`src/hdl/pru_pkg.sv`:
```
// Shared types and constants of the polar ring unwrapper.
package pru_pkg;

    // Default sizes of the source image store and the sine table
    localparam int DEF_MAX_IMAGE_WIDTH  = 512;
    localparam int DEF_MAX_IMAGE_HEIGHT = 512;
    localparam int DEF_ANGLE_STEPS      = 4096;

    // Configuration register indexes
    localparam logic [2:0] REG_CENTER_X     = 3'd0;
    localparam logic [2:0] REG_CENTER_Y     = 3'd1;
    localparam logic [2:0] REG_RADIUS_INNER = 3'd2;
    localparam logic [2:0] REG_RADIUS_OUTER = 3'd3;
    localparam logic [2:0] REG_RING_ROWS    = 3'd4;
    localparam logic [2:0] REG_RING_COLS    = 3'd5;
    localparam logic [2:0] REG_IMAGE_WIDTH  = 3'd6;
    localparam logic [2:0] REG_IMAGE_HEIGHT = 3'd7;

    // Item kinds on s_tuser
    localparam logic OP_WRITE  = 1'b0;
    localparam logic OP_SAMPLE = 1'b1;

    // Fixed point constants
    localparam int          Q23_SHIFT   = 23;
    localparam logic [63:0] TWO_PI_Q30  = 64'd6746518852;
    localparam logic [63:0] PI_Q30      = 64'd3373259426;
    localparam logic [63:0] HALF_PI_Q30 = 64'd1686629713;

    // Sequencer states
    typedef enum logic [3:0] {
        S_IDLE,
        S_RDIV,
        S_RDIV_WAIT,
        S_KDIV,
        S_KDIV_WAIT,
        S_ROM_S,
        S_ROM_C,
        S_MUL,
        S_SUM,
        S_CHK,
        S_OUT
    } pru_state_t;

    // Divider status back to the sequencer
    typedef struct packed {
        logic busy;
        logic done;
    } div_stat_t;

endpackage

```
`src/hdl/pru_divider.sv`:
```
// Restoring unsigned divider, one quotient bit per cycle.
module pru_divider #(
    parameter int NUM_W = 26,
    parameter int DEN_W = 11
) (
    input  logic                 aclk,
    input  logic                 aresetn,
    input  logic                 start,
    input  logic [NUM_W-1:0]     num,
    input  logic [DEN_W-1:0]     den,
    output logic [NUM_W-1:0]     quo,
    output pru_pkg::div_stat_t   stat
);
    import pru_pkg::*;

    localparam int CNT_W = $clog2(NUM_W + 1);

    logic [NUM_W-1:0] num_reg, num_next;
    logic [DEN_W-1:0] rem_reg, rem_next;
    logic [DEN_W-1:0] den_reg, den_next;
    logic [CNT_W-1:0] cnt_reg, cnt_next;
    logic             busy_reg, busy_next;
    logic             done_reg, done_next;
    logic [DEN_W:0]   rem_sh;
    logic             fits;

    // One shift and trial subtract per cycle
    always_comb begin
        num_next  = num_reg;
        rem_next  = rem_reg;
        den_next  = den_reg;
        cnt_next  = cnt_reg;
        busy_next = busy_reg;
        done_next = 1'b0;
        rem_sh    = {rem_reg, num_reg[NUM_W-1]};
        fits      = (rem_sh >= {1'b0, den_reg});
        if (start) begin
            num_next  = num;
            rem_next  = '0;
            den_next  = den;
            cnt_next  = CNT_W'(NUM_W);
            busy_next = 1'b1;
        end else if (busy_reg) begin
            rem_next = fits ? DEN_W'(rem_sh - {1'b0, den_reg}) : rem_sh[DEN_W-1:0];
            num_next = {num_reg[NUM_W-2:0], fits};
            cnt_next = cnt_reg - 1'b1;
            if (cnt_reg == CNT_W'(1)) begin
                busy_next = 1'b0;
                done_next = 1'b1;
            end
        end
    end

    always_ff @(posedge aclk) begin
        if (!aresetn) begin
            busy_reg <= 1'b0;
            done_reg <= 1'b0;
            cnt_reg  <= '0;
        end else begin
            busy_reg <= busy_next;
            done_reg <= done_next;
            cnt_reg  <= cnt_next;
        end
        num_reg <= num_next;
        rem_reg <= rem_next;
        den_reg <= den_next;
    end

    assign quo       = num_reg;
    assign stat.busy = busy_reg;
    assign stat.done = done_reg;

endmodule

```
`config.mk`:
```
export PLATFORM = sky130hd
export DESIGN_NAME = pru_divider
export DESIGN_NICKNAME = d
export VERILOG_FILES = /design/src/hdl/pru_pkg.sv /design/src/hdl/pru_divider.sv
export SDC_FILE = /design/constraint.sdc
export NUM_CORES = 1
export LEC_CHECK = 0
export ABC_AREA = 1
export BUFFER_PORTS_ARGS = -buffer_cell sky130_fd_sc_hd__buf_2
export CAP_MARGIN = 5
export CORE_ASPECT_RATIO = 1.5
export CORE_MARGIN = 4
export CORE_UTILIZATION = 45
export CTS_BUF_LIST = sky130_fd_sc_hd__clkbuf_2
export DETAILED_ROUTE_END_ITERATION = 10
export GPL_TIMING_DRIVEN = 0
export PLACE_DENSITY = 0.68
export SETUP_SLACK_MARGIN = 0.1
export SYNTH_ARGS = -nofsm -noshare
export SYNTH_HDL_FRONTEND = slang
export SYNTH_SLANG_ARGS = --single-unit
```
`constraint.sdc`:
```
create_clock -name aclk -period 4.5 [get_ports aclk]
set_clock_uncertainty 0.2 [all_clocks]
set_input_delay 0.45 -clock aclk [delete_from_list [all_inputs] [get_ports aclk]]
set_output_delay 0.45 -clock aclk [all_outputs]
set_load 0.01 [all_outputs]
```
==> Yosys cells after proc, flatten, opt, wreduce, memory -nomap -nowiden <==
Cells that the tools add are included.
{ "op_classes": {"n_addsub": 2, "n_lt_le_gt_ge": 1, "eq_ne": 1, "mux": 9, "bitwise_logic": 2, "n_reduce_logical": 3} }
{ "op_table": {"columns": ["op", "count"], "rows": [
  ["26-bit two-way mux", 2],
  ["12-bit by 11-bit >= comparator with 1-bit output", 1],
  ["11-bit two-way mux", 1],
  ["11-bit subtractor", 1],
  ["5-bit two-way mux", 2],
  ["5-bit by 1-bit == test with 1-bit output, second input constant", 1],
  ["5-bit by 1-bit subtractor with 5-bit output, second input constant", 1],
  ["1-bit two-way mux", 4],
  ["3-bit OR reduction", 1],
  ["1-bit NOT", 2],
  ["2-bit nonzero test", 1],
  ["2-bit OR reduction", 1]
]} }
{ "word_totals": {"regBits": 55} }

==> Depth between registers and ports, before layout <==
{ "logic_depth": {"word_depth": 4, "depth_mapped": 12, "ltp_nobuf": 12} }

==> Least setup slack after synthesis <==
Ideal clock, no wire load.
{ "synth_timing": {"path_kind": "reg2reg", "startpoint": "register num_reg[25] (netlist: quo[25])", "endpoint": "register rem_reg[6]", "setup_time_ns": 0.113, "arrival_time_ns": 1.745, "required_ns": 4.187, "path_slack_ns": 2.442, "stages_incl_launch_ff": 13, "path_buffers": 1, "synth_period_minus_slack_ns": 2.058, "cell_sequence": "edfxtp_1 -> inv_1 -> ha_1 -> fa_1 -> inv_1 -> nand3_1 -> nand3_2 -> nand2_2 -> nand4_4 -> buf_12 -> nand3_2 -> nand3_1 -> nand2_1"} }
{ "synth_via": {"elab_chain_len": 2} }
{ "synth_rtl": {"columns": ["element", "line", "source"], "rows": [
  ["start: declaration", "pru_divider.sv:18", "logic [NUM_W-1:0] num_reg, num_next;"],
  ["start signal: assignment", "pru_divider.sv:64", "num_reg <= num_next;"],
  ["11-bit subtractor / 12-bit by 11-bit >= comparator with 1-bit output (equally long branches)", "pru_divider.sv:44, pru_divider.sv:36", null],
  ["11-bit two-way mux (*)", "pru_divider.sv:44", "rem_next = fits ? DEN_W'(rem_sh - {1'b0, den_reg}) : rem_sh[DEN_W-1:0];"],
  ["end signal: assignment", "pru_divider.sv:65", "rem_reg <= rem_next;"],
  ["end: declaration", "pru_divider.sv:19", "logic [DEN_W-1:0] rem_reg, rem_next;"]
]} }
Every way passes the cells marked *; elsewhere a longest branch is shown, timed or not.
A chain may end at the register's enable or synchronous reset.

==> Worst setup path after layout <==
{ "layout_timing": {"startpoint": "register num_reg[25] (netlist: quo[25])", "endpoint": "register rem_reg[7]"} }
The elaborated chain is that of the path after synthesis.

==> flow_summary.ini <==
[critical_path]
cp.required_ns = 4.71
crit-reg2reg-launch = quo[25]$_DFFE_PP_
critPathLaunchType = register
slowest_stage = edfxtp_1
r2r_end = rem_reg[7]$_SDFFE_PP0P_
slowest_delay_ns = 0.45
r2r_cells = 12
arrival_ns = 2.52
worstSetupStartpoint = quo[25]$_DFFE_PP_
path_cells = inv_1 -> ha_1 -> fa_1 -> inv_1 -> nand3_1 -> nand3_2 -> nand2_2 -> nand4_4 -> buf_12 -> nand3_2 -> nand3_1 -> nand2_1
worst-path-buf-inv = 3
criticalPathCategory = register to register
end_kind = register
crit_family = adder cells
r2r_slack_ns = 2.19
worstPathMaxFanout = 10

[logic_synthesis]
ys_warn_count = 0
synthCells = 380
ys_types = 32
synth_edf_count = 37
synthTopCellsByCount = nand2_1 (148), inv_1 (51), edfxtp_1 (37)
postSynthAreaPerCell_um2 = 8.10
yosysTopAreaCell = edfxtp_1
async_flop_share_pct = 0
synth_top_area_share_pct = 36.1
yosysMostFrequentCell = nand2_1
syn_area_um2 = 3080
yosysSeqAreaShare_pct = 47.8
synth.ff_latch_count = 55
syn_nets = 434
synth_flop_cell = edfxtp_1
yosys-top-cells-area = edfxtp_1 (36%), nand2_1 (18%), dfxtp_1 (12%), inv_1 (6.2%), ha_1 (5.3%)

[sta]
slew_violations = 0
tns_ns = 0
fin_crit_ns = 2.31
relSlewSlack_pct = 29.6
finalSetupViolations = 0
finalHoldViolCount = 0
max_freq_mhz = 434
period_share_pct = 51.2
rsz0062_at_grt = no
tightestPinTransition_ns = 1.05

[clock_network]
path_clk_slew_ns = 0.28
post-cts-setup-buffer-count = 0
insertion_delay_ns = 0.47
cts_buffer_depth = 2
htreeDepth = 2
cts_root_buffer = clkbuf_2
cts_tree = built
cts_buffers = 5
clkSinkCount = 55
cts_resized = 0

[detailed_routing]
post-route-drc-count = 0
drtAntennaViolNets = 0
drtIter0Drc = 178
vias = 2847
wl_per_cell_um = 13.6
finalWirelength_mm = 7.71
detail_route.first_pass.iterations = 4
vias_per_cell = 5.03

[global_routing]
grt_max_degree = 28
antenna_found_initial = 0
grt_pass1_wl_mm = 12.8
overflow = 0
grt_pass1_vias = 2898
grtUsageTotal_pct = 20.0

[die]
die_x_um = 75.5
initial_utilization_pct = 46.8
die_h_um = 109
dieArea_um2 = 8260
core_um2 = 6580
num_rows = 36
ios = 68

[power_and_ir_drop]
ir_drop_v = 0.000275
powerDensity_nw_per_um2 = 261
p_leak_uw = 0.00200

[min_path]
holdCritPathClass = input port to register
min_path_cells = 3
whs_endpoint = quo[9]$_DFFE_PP_
hold_start = num[9]

[layout]
area_growth_pct = 26.7
largest_register_ffs = 26
drive_gt1_share_pct = 22.7
nNetsFinal = 543
stdcell_count = 566
antenna_cells = 0
fillCellCount = 582
post-route-util_pct = 59.3

[placed_design]
hpwl_mm = 5.25
dp_cells = 523
port_buffers = 67
gp_congestion = 0.882

[status]
status = complete, no violations

[job]
maxCapViolations = 0
[where the power goes]
part,switching [µW],internal (µW)
clock network,165,39.4
logic,117,89.2
registers,20.6,585
[kinds of logic after synthesis]
| logic type | share of synthesized area, % |
|---|---|
| and+or+nand+nor | 33.9 |
| buffers and inverters | 9.55 |
| DFF | 47.8 |
| adders and majority gates | 5.93 |
| AOI/OAI and AO/OA | 1.71 |
| xor gates and xnor gates | 1.14 |
[area by class of cell]
| class | count | area [µm²] | share of cell area [%] |
|---|---|---|---|
| Buffer | 14 | 91.3 | 2.34 |
| Tap cell | 76 | 95.1 | 2.44 |
| Clock inverter | 2 | 12.5 | 0.321 |
| Multi-Input combinational cell | 257 | 1310 | 33.7 |
| Sequential cell | 55 | 1470 | 37.7 |
| Timing Repair Buffer | 102 | 686 | 17.6 |
| Clock buffer | 6 | 30.0 | 0.769 |
| Inverter | 54 | 203 | 5.19 |
[tightest hold or removal path: stages]
cell	delay, ns
buf_2	0.08
nand2_1	0.04
nand2_1	0.06
[stage by stage]
step                      total power [µW]  area [µm²]  setup WS, ns  hold WS (ns)
after floorplan                        725        3080          2.44         0.238
after global placement                 793        3510          1.94         0.253
after detailed placement               796        3510          1.92         0.265
after CTS                             1020        3890          2.18       0.00460
after global routing                  1070        3900          2.07        0.0119
final                                 1020        3900          2.19        0.0389
[per-layer routing]
metal	up-vias	wire [µm]	GRT usage, %	share of wire, %
li1	1420	-	-	-
met5	-	0	0	0
met1	1305	2990	21.9	39
met2	108	4050	36.4	53
met3	14	516	4.94	6.7
met4	0	149	7.25	1.9
[worst max path at each step]
stage,endpoint,cells after the start
2_1_floorplan,rem_reg[6]$_SDFFE_PP0P_,12
3_3_place_gp,quo[17]$_DFFE_PP_,4
3_5_place_dp,quo[20]$_DFFE_PP_,4
4_1_cts,rem_reg[9]$_SDFFE_PP0P_,12
5_1_grt,rem_reg[9]$_SDFFE_PP0P_,12
6_report,rem_reg[7]$_SDFFE_PP0P_,12
[what timing repair did]
item                                    4_1_cts  5_1_grt
hold endpoints to repair                     36        1
endpoints found under the setup margin        0        0
hold buffers                                 34        1
[placed cells by master, fill, tap and decap left out, drive strengths merged, types with 13 or more instances in the layout]
cell type,n
ha,13
buf,77
nand4,15
dfxtp,18
dlygate4sd3,35
nand3,32
inv,54
nand2,160
edfxtp,37
nor2,20
Power figures use the tool's default switching activity.
